### src/rtl/core/tsd_pkg.sv
// ----------------------------------------------------------------------------
// tsd_pkg
// Shared types and constants for the TLV stream deframer.
// ----------------------------------------------------------------------------
`default_nettype none

package tsd_pkg;

    localparam logic [7:0] ESCAPE_LEN = 8'hff;
    localparam logic [2:0] HDR_SHORT  = 3'd2;
    localparam logic [2:0] HDR_EXT    = 3'd6;

    localparam logic KIND_HEADER  = 1'b0;
    localparam logic KIND_PAYLOAD = 1'b1;

    typedef struct packed {
        logic        kind;
        logic [7:0]  msg_type;
        logic [31:0] msg_length;
        logic [7:0]  data_byte;
        logic [31:0] byte_index;
        logic        last;
    } t_result;

endpackage

`default_nettype wire

### src/rtl/core/tsd_front.sv
// ----------------------------------------------------------------------------
// tsd_front
// Header parser: takes stream bytes, tracks the message phase and builds
// one result record per header completion or payload byte.
// ----------------------------------------------------------------------------
`default_nettype none

module tsd_front
    import tsd_pkg::*;
(
    input  wire logic    i_clk,
    input  wire logic    i_rst_n,
    input  wire logic    i_take,
    input  wire logic [7:0] i_byte,
    output logic         o_push,
    output t_result      o_result
);

    typedef enum logic [1:0] {
        ST_HEADER  = 2'd0,
        ST_EXTLEN  = 2'd1,
        ST_PAYLOAD = 2'd2
    } t_phase;

    t_phase      r_phase, n_phase;
    logic [2:0]  r_hcount, n_hcount;
    logic [7:0]  r_type, n_type;
    logic [31:0] r_length, n_length;
    logic [31:0] r_pcount, n_pcount;

    logic        v_push;
    logic        v_finish;
    logic [1:0]  v_pos;
    logic [31:0] v_idx_next;

    always_comb begin
        n_phase    = r_phase;
        n_hcount   = r_hcount;
        n_type     = r_type;
        n_length   = r_length;
        n_pcount   = r_pcount;
        v_push     = 1'b0;
        v_finish   = 1'b0;
        v_pos      = 2'(r_hcount - HDR_SHORT);
        v_idx_next = r_pcount + 32'd1;
        o_result   = '0;
        unique case (r_phase)
            ST_EXTLEN: begin
                n_length = r_length | (32'(i_byte) << {v_pos, 3'b000});
                n_hcount = r_hcount + 3'd1;
                if (n_hcount >= HDR_EXT || n_hcount < HDR_SHORT) begin
                    v_finish = 1'b1;
                end
            end
            ST_PAYLOAD: begin
                v_push              = 1'b1;
                o_result.kind       = KIND_PAYLOAD;
                o_result.msg_type   = r_type;
                o_result.msg_length = r_length;
                o_result.data_byte  = i_byte;
                o_result.byte_index = r_pcount;
                o_result.last       = (v_idx_next == r_length);
                n_pcount            = v_idx_next;
                if (v_idx_next == r_length) begin
                    n_phase  = ST_HEADER;
                    n_hcount = 3'd0;
                    n_pcount = 32'd0;
                end
            end
            default: begin
                n_phase = ST_HEADER;
                if (r_hcount == 3'd0) begin
                    n_type   = i_byte;
                    n_hcount = 3'd1;
                end else if (i_byte == ESCAPE_LEN) begin
                    n_phase  = ST_EXTLEN;
                    n_hcount = HDR_SHORT;
                    n_length = 32'd0;
                end else begin
                    n_length = 32'(i_byte);
                    v_finish = 1'b1;
                end
            end
        endcase
        if (v_finish) begin
            v_push              = 1'b1;
            o_result.kind       = KIND_HEADER;
            o_result.msg_type   = n_type;
            o_result.msg_length = n_length;
            o_result.data_byte  = 8'd0;
            o_result.byte_index = 32'd0;
            o_result.last       = (n_length == 32'd0);
            n_hcount            = 3'd0;
            n_pcount            = 32'd0;
            n_phase             = (n_length == 32'd0) ? ST_HEADER : ST_PAYLOAD;
        end
    end

    assign o_push = i_take & v_push;

    always_ff @(posedge i_clk) begin
        if (!i_rst_n) begin
            r_phase  <= ST_HEADER;
            r_hcount <= 3'd0;
            r_type   <= 8'd0;
            r_length <= 32'd0;
            r_pcount <= 32'd0;
        end else if (i_take) begin
            r_phase  <= n_phase;
            r_hcount <= n_hcount;
            r_type   <= n_type;
            r_length <= n_length;
            r_pcount <= n_pcount;
        end
    end

endmodule

`default_nettype wire

### src/rtl/core/tsd_queue.sv
// ----------------------------------------------------------------------------
// tsd_queue
// Short result queue between the parser and the output channel.
// ----------------------------------------------------------------------------
`default_nettype none

module tsd_queue
    import tsd_pkg::*;
#(
    parameter int DEPTH = 4
) (
    input  wire logic    i_clk,
    input  wire logic    i_rst_n,
    input  wire logic    i_push,
    input  wire t_result i_data,
    input  wire logic    i_pop,
    output t_result      o_data,
    output logic         o_full,
    output logic         o_empty
);

    localparam int PW = (DEPTH > 1) ? $clog2(DEPTH) : 1;
    localparam int CW = $clog2(DEPTH + 1);
    localparam logic [PW-1:0] LAST_PTR = PW'(DEPTH - 1);
    localparam logic [CW-1:0] FULL_CNT = CW'(DEPTH);

    t_result       r_mem [DEPTH];
    logic [PW-1:0] r_wptr, r_rptr;
    logic [CW-1:0] r_count;

    assign o_full  = (r_count == FULL_CNT);
    assign o_empty = (r_count == '0);
    assign o_data  = r_mem[r_rptr];

    always_ff @(posedge i_clk) begin
        if (i_push) begin
            r_mem[r_wptr] <= i_data;
        end
    end

    always_ff @(posedge i_clk) begin
        if (!i_rst_n) begin
            r_wptr  <= '0;
            r_rptr  <= '0;
            r_count <= '0;
        end else begin
            if (i_push) begin
                r_wptr <= (r_wptr == LAST_PTR) ? '0 : r_wptr + PW'(1);
            end
            if (i_pop) begin
                r_rptr <= (r_rptr == LAST_PTR) ? '0 : r_rptr + PW'(1);
            end
            if (i_push && !i_pop) begin
                r_count <= r_count + CW'(1);
            end else if (!i_push && i_pop) begin
                r_count <= r_count - CW'(1);
            end
        end
    end

endmodule

`default_nettype wire

### src/rtl/core/tlv_stream_deframer_top.sv
// ----------------------------------------------------------------------------
// tlv_stream_deframer_top
// Splits a byte stream into type-length-value messages and emits header
// and payload results.
//
//  Channel | Direction | Word content
//  --------+-----------+--------------------------------------------------
//  s       | in        | one stream byte
//  m       | out       | header result or payload byte with type/length
//
// One byte is accepted per cycle while the result queue has room.
// A result is built combinationally from its byte and registered in the queue.
// The queue of QUEUE_DEPTH entries absorbs output stalls; input stalls only
// when it is full.
// Reset clears the parser state and empties the queue.
// ----------------------------------------------------------------------------
`default_nettype none

module tlv_stream_deframer_top
    import tsd_pkg::*;
#(
    parameter int QUEUE_DEPTH = 4
) (
    input  wire logic        i_clk,
    input  wire logic        i_rst_n,
    input  wire logic        i_s_tvalid,
    output logic             o_s_tready,
    input  wire logic [7:0]  i_s_tdata,   // in_byte[7:0]
    output logic             o_m_tvalid,
    input  wire logic        i_m_tready,
    output logic [79:0]      o_m_tdata,   // msg_type, msg_length, data_byte, byte_index
    output logic [0:0]       o_m_tuser,   // kind
    output logic             o_m_tlast
);

    logic    w_take;
    logic    w_push;
    logic    w_pop;
    logic    w_full;
    logic    w_empty;
    t_result w_front_res;
    t_result w_head;

    assign o_s_tready = !w_full;
    assign w_take     = i_s_tvalid && o_s_tready;
    assign o_m_tvalid = !w_empty;
    assign w_pop      = o_m_tvalid && i_m_tready;

    tsd_front u_front (
        .i_clk    (i_clk),
        .i_rst_n  (i_rst_n),
        .i_take   (w_take),
        .i_byte   (i_s_tdata),
        .o_push   (w_push),
        .o_result (w_front_res)
    );

    tsd_queue #(
        .DEPTH (QUEUE_DEPTH)
    ) u_queue (
        .i_clk   (i_clk),
        .i_rst_n (i_rst_n),
        .i_push  (w_push),
        .i_data  (w_front_res),
        .i_pop   (w_pop),
        .o_data  (w_head),
        .o_full  (w_full),
        .o_empty (w_empty)
    );

    assign o_m_tdata = {w_head.byte_index, w_head.data_byte,
                        w_head.msg_length, w_head.msg_type};
    assign o_m_tuser = w_head.kind;
    assign o_m_tlast = w_head.last;

    a_empty_hdr_last : assert property (@(posedge i_clk) disable iff (!i_rst_n)
        (o_m_tvalid && w_head.kind == KIND_HEADER && w_head.msg_length == 32'd0)
        |-> o_m_tlast)
        else $error("zero-length header not marked last");

    a_payload_last : assert property (@(posedge i_clk) disable iff (!i_rst_n)
        (o_m_tvalid && w_head.kind == KIND_PAYLOAD)
        |-> (o_m_tlast == (w_head.byte_index + 32'd1 == w_head.msg_length)))
        else $error("payload last mark does not match index and length");

    a_hdr_zero : assert property (@(posedge i_clk) disable iff (!i_rst_n)
        (o_m_tvalid && w_head.kind == KIND_HEADER)
        |-> (w_head.data_byte == 8'd0 && w_head.byte_index == 32'd0))
        else $error("header result carries payload fields");

endmodule

`default_nettype wire

### config.mk
export PLATFORM = sky130hd
export DESIGN_NAME = tlv_stream_deframer_top
export DESIGN_NICKNAME = d
export VERILOG_FILES = /design/src/rtl/core/tsd_pkg.sv /design/src/rtl/core/tsd_front.sv /design/src/rtl/core/tsd_queue.sv /design/src/rtl/core/tlv_stream_deframer_top.sv
export SDC_FILE = /design/constraint.sdc
export NUM_CORES = 1
export LEC_CHECK = 0
export ABC_AREA = 0
export BUFFER_PORTS_ARGS = -buffer_cell sky130_fd_sc_hd__buf_4
export CORE_ASPECT_RATIO = 1.2
export CORE_MARGIN = 2
export CORE_UTILIZATION = 60
export DETAILED_ROUTE_END_ITERATION = 10
export PLACE_DENSITY_LB_ADDON = 0.25
export SYNTH_ARGS = -nofsm -noshare
export SYNTH_HDL_FRONTEND = slang
export SYNTH_SLANG_ARGS = --single-unit
### constraint.sdc
create_clock -name i_clk -period 6 [get_ports i_clk]
set_input_delay 0.6 -clock i_clk [delete_from_list [all_inputs] [get_ports i_clk]]
set_output_delay 0.6 -clock i_clk [all_outputs]
set_load 0.01 [all_outputs]
==> run_results.csv <==
group,metric,value,unit
routing,wl,43.5,mm
routing,vias,11634,
worst_setup_path,cp.arrival,4850,ps
worst_setup_path,worstReg2RegStart,"u_front.r_pcount[4]$_SDFFE_PN0P_",
timing,rsz0062_at_grt,"false",
worst_setup_path,reg2reg_slack,1580,ps
global_route,grt_first_pass_wirelength,66.8,mm
worst_setup_path,cp_max_fo,22,
die,coreArea,29600,sq um
pwr,powerDensity,390,nW/um^2
timing,period_share,0.737,
place,port_buffers,95,
layout,instances_no_fill,1775,
synthesis,seq_area_frac_synth,0.642,
clocking,tritoncts,"built",
layout,final-seq-area,11600,sq um
routing,drt_iter0_markers,1228,
place,gp_congestion,0.983,
global_route,overflow,0,
place,dp_hpwl,26.9,mm
clocking,clk_pin_slew,60,ps
global_route,grt_pass1_vias,11542,
hold_path,min_from,"i_m_tready",
pwr,p_switching,0.00224,W
synthesis,syn_inst,1298,
hold_path,hold_path.class,"primary input to register",
die,die_w,162,um
worst_setup_path,required,6430,ps
place,placed_cells,1703,
pwr,p_clk_frac,0.328,
synthesis,synth_flop_cell,"edfxtp_1",
timing,fin_skew,22.4,ps
die,start_util,0.609,
timing,tns,0,ps
synthesis,avgSynthCellArea,13.9,sq um
pwr,power_switching_share,0.282,
pwr,leakage,6.90,nW
timing,finalCriticalPeriod,4420,ps
synthesis,ys_seq_elements,414,
die,num_io_pins,96,
layout,fillers,2065,
layout,postLayoutCoreUtil,0.689,
layout,nets,1380,
clocking,clockBufferDepth,3,
routing,wl_per_cell,24.5,um
timing,max_freq,226,MHz
pwr,ir_drop,357,uV
global_route,grt_max_degree,83,
clocking,cts.sinks,414,
timing,maxSlewHeadroom,0.161,
pwr,internal_power,0.00571,W
pwr,power,0.00795,W
routing,dr.pass1.iters,5,
worst_setup_path,r2r_cells,10,
flow_run,max_cap_violations,0,
routing,ant_nets,0,
synthesis,synth_edf_count,328,
hold_path,hold_depth,3,
clocking,clock-root-buffer,"clkbuf_16",
layout,multi_input_area,6000,sq um
die,dieHeight,194,um
synthesis,synth-async-reset-ratio,0,
layout,drive_gt1_frac,0.206,
routing,drcViolationCount,0,
clocking,htreeDepth,2,
die,placementRows,69,
pwr,pwr-share-seq,0.438,
layout,antenna_cells,0,
global_route,grt_use_total,0.278,
worst_setup_path,r2r_end,"u_front.r_pcount[17]$_SDFFE_PN0P_",
layout,fin_area,20400,sq um
global_route,antenna_found_initial,0,
synthesis,ys_warn_count,0,
timing,final-setup-viol-count,0,
timing,maxSlewViolCount,0,
clocking,cts_setup_buffers,0,
synthesis,syn-num-nets,1324,
synthesis,syn-cell-area,18000,sq um
clocking,hold_buffers,0,
clocking,clk_latency,550,ps
timing,tightestPinTransition,1250,ps
worst_setup_path,path_class,"register to register",
pwr,p_comb_frac,0.234,
worst_setup_path,start_kind,"register",
place,placed_area,19000,sq um
outcome,outcome,"complete, no violations",
layout,area_growth,13.2,%
clocking,ctsResizeCount,0,
clocking,numCtsBuffers,39,
routing,post_drt_via_cell_ratio,6.55,
worst_setup_path,setup.worst_path.end_class,"register",
synthesis,ys_types,70,
timing,hold_viol_final,0,
die,dieArea,31400,sq um
-- layout make-up --
type | instances | area share
Clock buffer | 57 | 0.0587
Clock inverter | 15 | 0.00969
Inverter | 19 | 0.00350
Multi-Input combinational cell | 765 | 0.294
Sequential cell | 414 | 0.567
Tap cell | 390 | 0.0239
Timing Repair Buffer | 115 | 0.0429
-- worst max-delay path by stage --
stage                                           from                           endpoint
global placement    u_front.r_pcount[4]$_SDFFE_PN0P_  u_front.r_pcount[18]$_SDFFE_PN0P_
detailed placement  u_front.r_pcount[4]$_SDFFE_PN0P_  u_front.r_pcount[17]$_SDFFE_PN0P_
floorplan           u_front.r_hcount[0]$_SDFFE_PN0P_      u_queue.r_mem[0][0]$_DFFE_PP_
finish              u_front.r_pcount[4]$_SDFFE_PN0P_  u_front.r_pcount[17]$_SDFFE_PN0P_
global route        u_front.r_pcount[4]$_SDFFE_PN0P_  u_front.r_pcount[18]$_SDFFE_PN0P_
CTS                 u_front.r_pcount[4]$_SDFFE_PN0P_  u_front.r_pcount[17]$_SDFFE_PN0P_
-- synthesized netlist by cell type (5+ instances only) --
cell / n / area [sq um]
a22oi_1: 47 / 353
nand2_1: 84 / 315
clkbuf_1: 64 / 240
a21oi_1: 45 / 225
nor2b_1: 10 / 62.6
or3_1: 8 / 50.1
inv_1: 18 / 67.6
mux2i_1: 9 / 90.1
xor2_1: 15 / 131
o21ai_0: 44 / 220
dfxtp_1: 86 / 1720
a31oi_1: 11 / 68.8
buf_1: 19 / 71.3
nor3_1: 23 / 115
nand2b_1: 6 / 37.5
ha_1: 13 / 163
mux4_2: 82 / 1850
xnor2_1: 22 / 193
o311ai_1: 5 / 43.8
and3_1: 38 / 238
nand4_1: 26 / 163
edfxtp_1: 328 / 9850
nor2_1: 107 / 402
and2_1: 7 / 43.8
or4_1: 5 / 37.5
a22o_1: 22 / 193
nor4_1: 23 / 144
buf_2: 16 / 80.1
nand3_1: 41 / 205
o31ai_1: 7 / 52.6
-- layout by cell type (no fill, tap or decap), types with 13 or more instances in the layout --
| cell type | n |
|---|---|
| nand3_1 | 41 |
| ha_1 | 13 |
| xnor2_1 | 22 |
| mux4_2 | 82 |
| nor3_1 | 23 |
| a22oi_1 | 47 |
| nand4_1 | 26 |
| nand2_1 | 84 |
| nor2_1 | 107 |
| o21ai_0 | 44 |
| dfxtp_1 | 84 |
| and3_1 | 38 |
| a22o_1 | 22 |
| edfxtp_1 | 328 |
| inv_1 | 18 |
| buf_4 | 114 |
| xor2_1 | 15 |
| a21oi_1 | 44 |
| clkbuf_16 | 42 |
| nor4_1 | 23 |
-- metal layers --
metal,track usage,part of all wire,up-vias
met5,0,0,-
met4,0.103,0.037,0
met3,0.0443,0.065,101
met2,0.465,0.49,518
met1,0.373,0.40,5836
li1,-,-,5179
-- sequential cells by signal, summed over array words and instances (netlist names), named ones only --
signal            count
u_queue.r_mem       328
u_front.r_phase       2
u_front.r_length     32
u_front.r_pcount     32
u_queue.r_wptr        2
u_queue.r_count       3
u_front.r_type        8
u_queue.r_rptr        2
u_front.r_hcount      3
-- logic make-up after synthesis --
logic type | Yosys count | synth area share
AND/OR/NAND/NOR | 398 | 0.111
AO/OA/AOI/OAI | 224 | 0.0846
multiplexers | 92 | 0.108
adder cells (fa/ha/maj) | 14 | 0.0101
buffers and inverters | 119 | 0.0261
flip-flops | 414 | 0.642
XOR/XNOR | 37 | 0.0180
-- power groups by stage --
| stage | Clock, W | Sequential, W | Combinational [W] |
|---|---|---|---|
| 2_1_floorplan | 0 | 0.00348 | 0.00120 |
| 3_5_place_dp | 0 | 0.00354 | 0.00185 |
| 6_report | 0.00261 | 0.00348 | 0.00186 |
| 5_1_grt | 0.00275 | 0.00350 | 0.00200 |
| 4_1_cts | 0.00265 | 0.00349 | 0.00187 |
| 3_3_place_gp | 0 | 0.00353 | 0.00183 |
-- through the flow --
step	hold WS [ps]	setup slack, ps
final	364	1580
after global routing	382	1200
after CTS	350	1650
after detailed placement	452	1680
after global placement	439	1800
after floorplan	432	1830
-- worst max-delay path, cell delays in order, from the launching register on --
cell      delay, ps
dfxtp_1         570
nand4_1         570
or3_1           710
o31a_1          370
o311ai_1        300
nor4_1          100
and4_4          180
a21oi_4         570
buf_4           360
nand3_2         240
o31ai_1         330
Note: power is estimated with default switching activity, not from simulation.
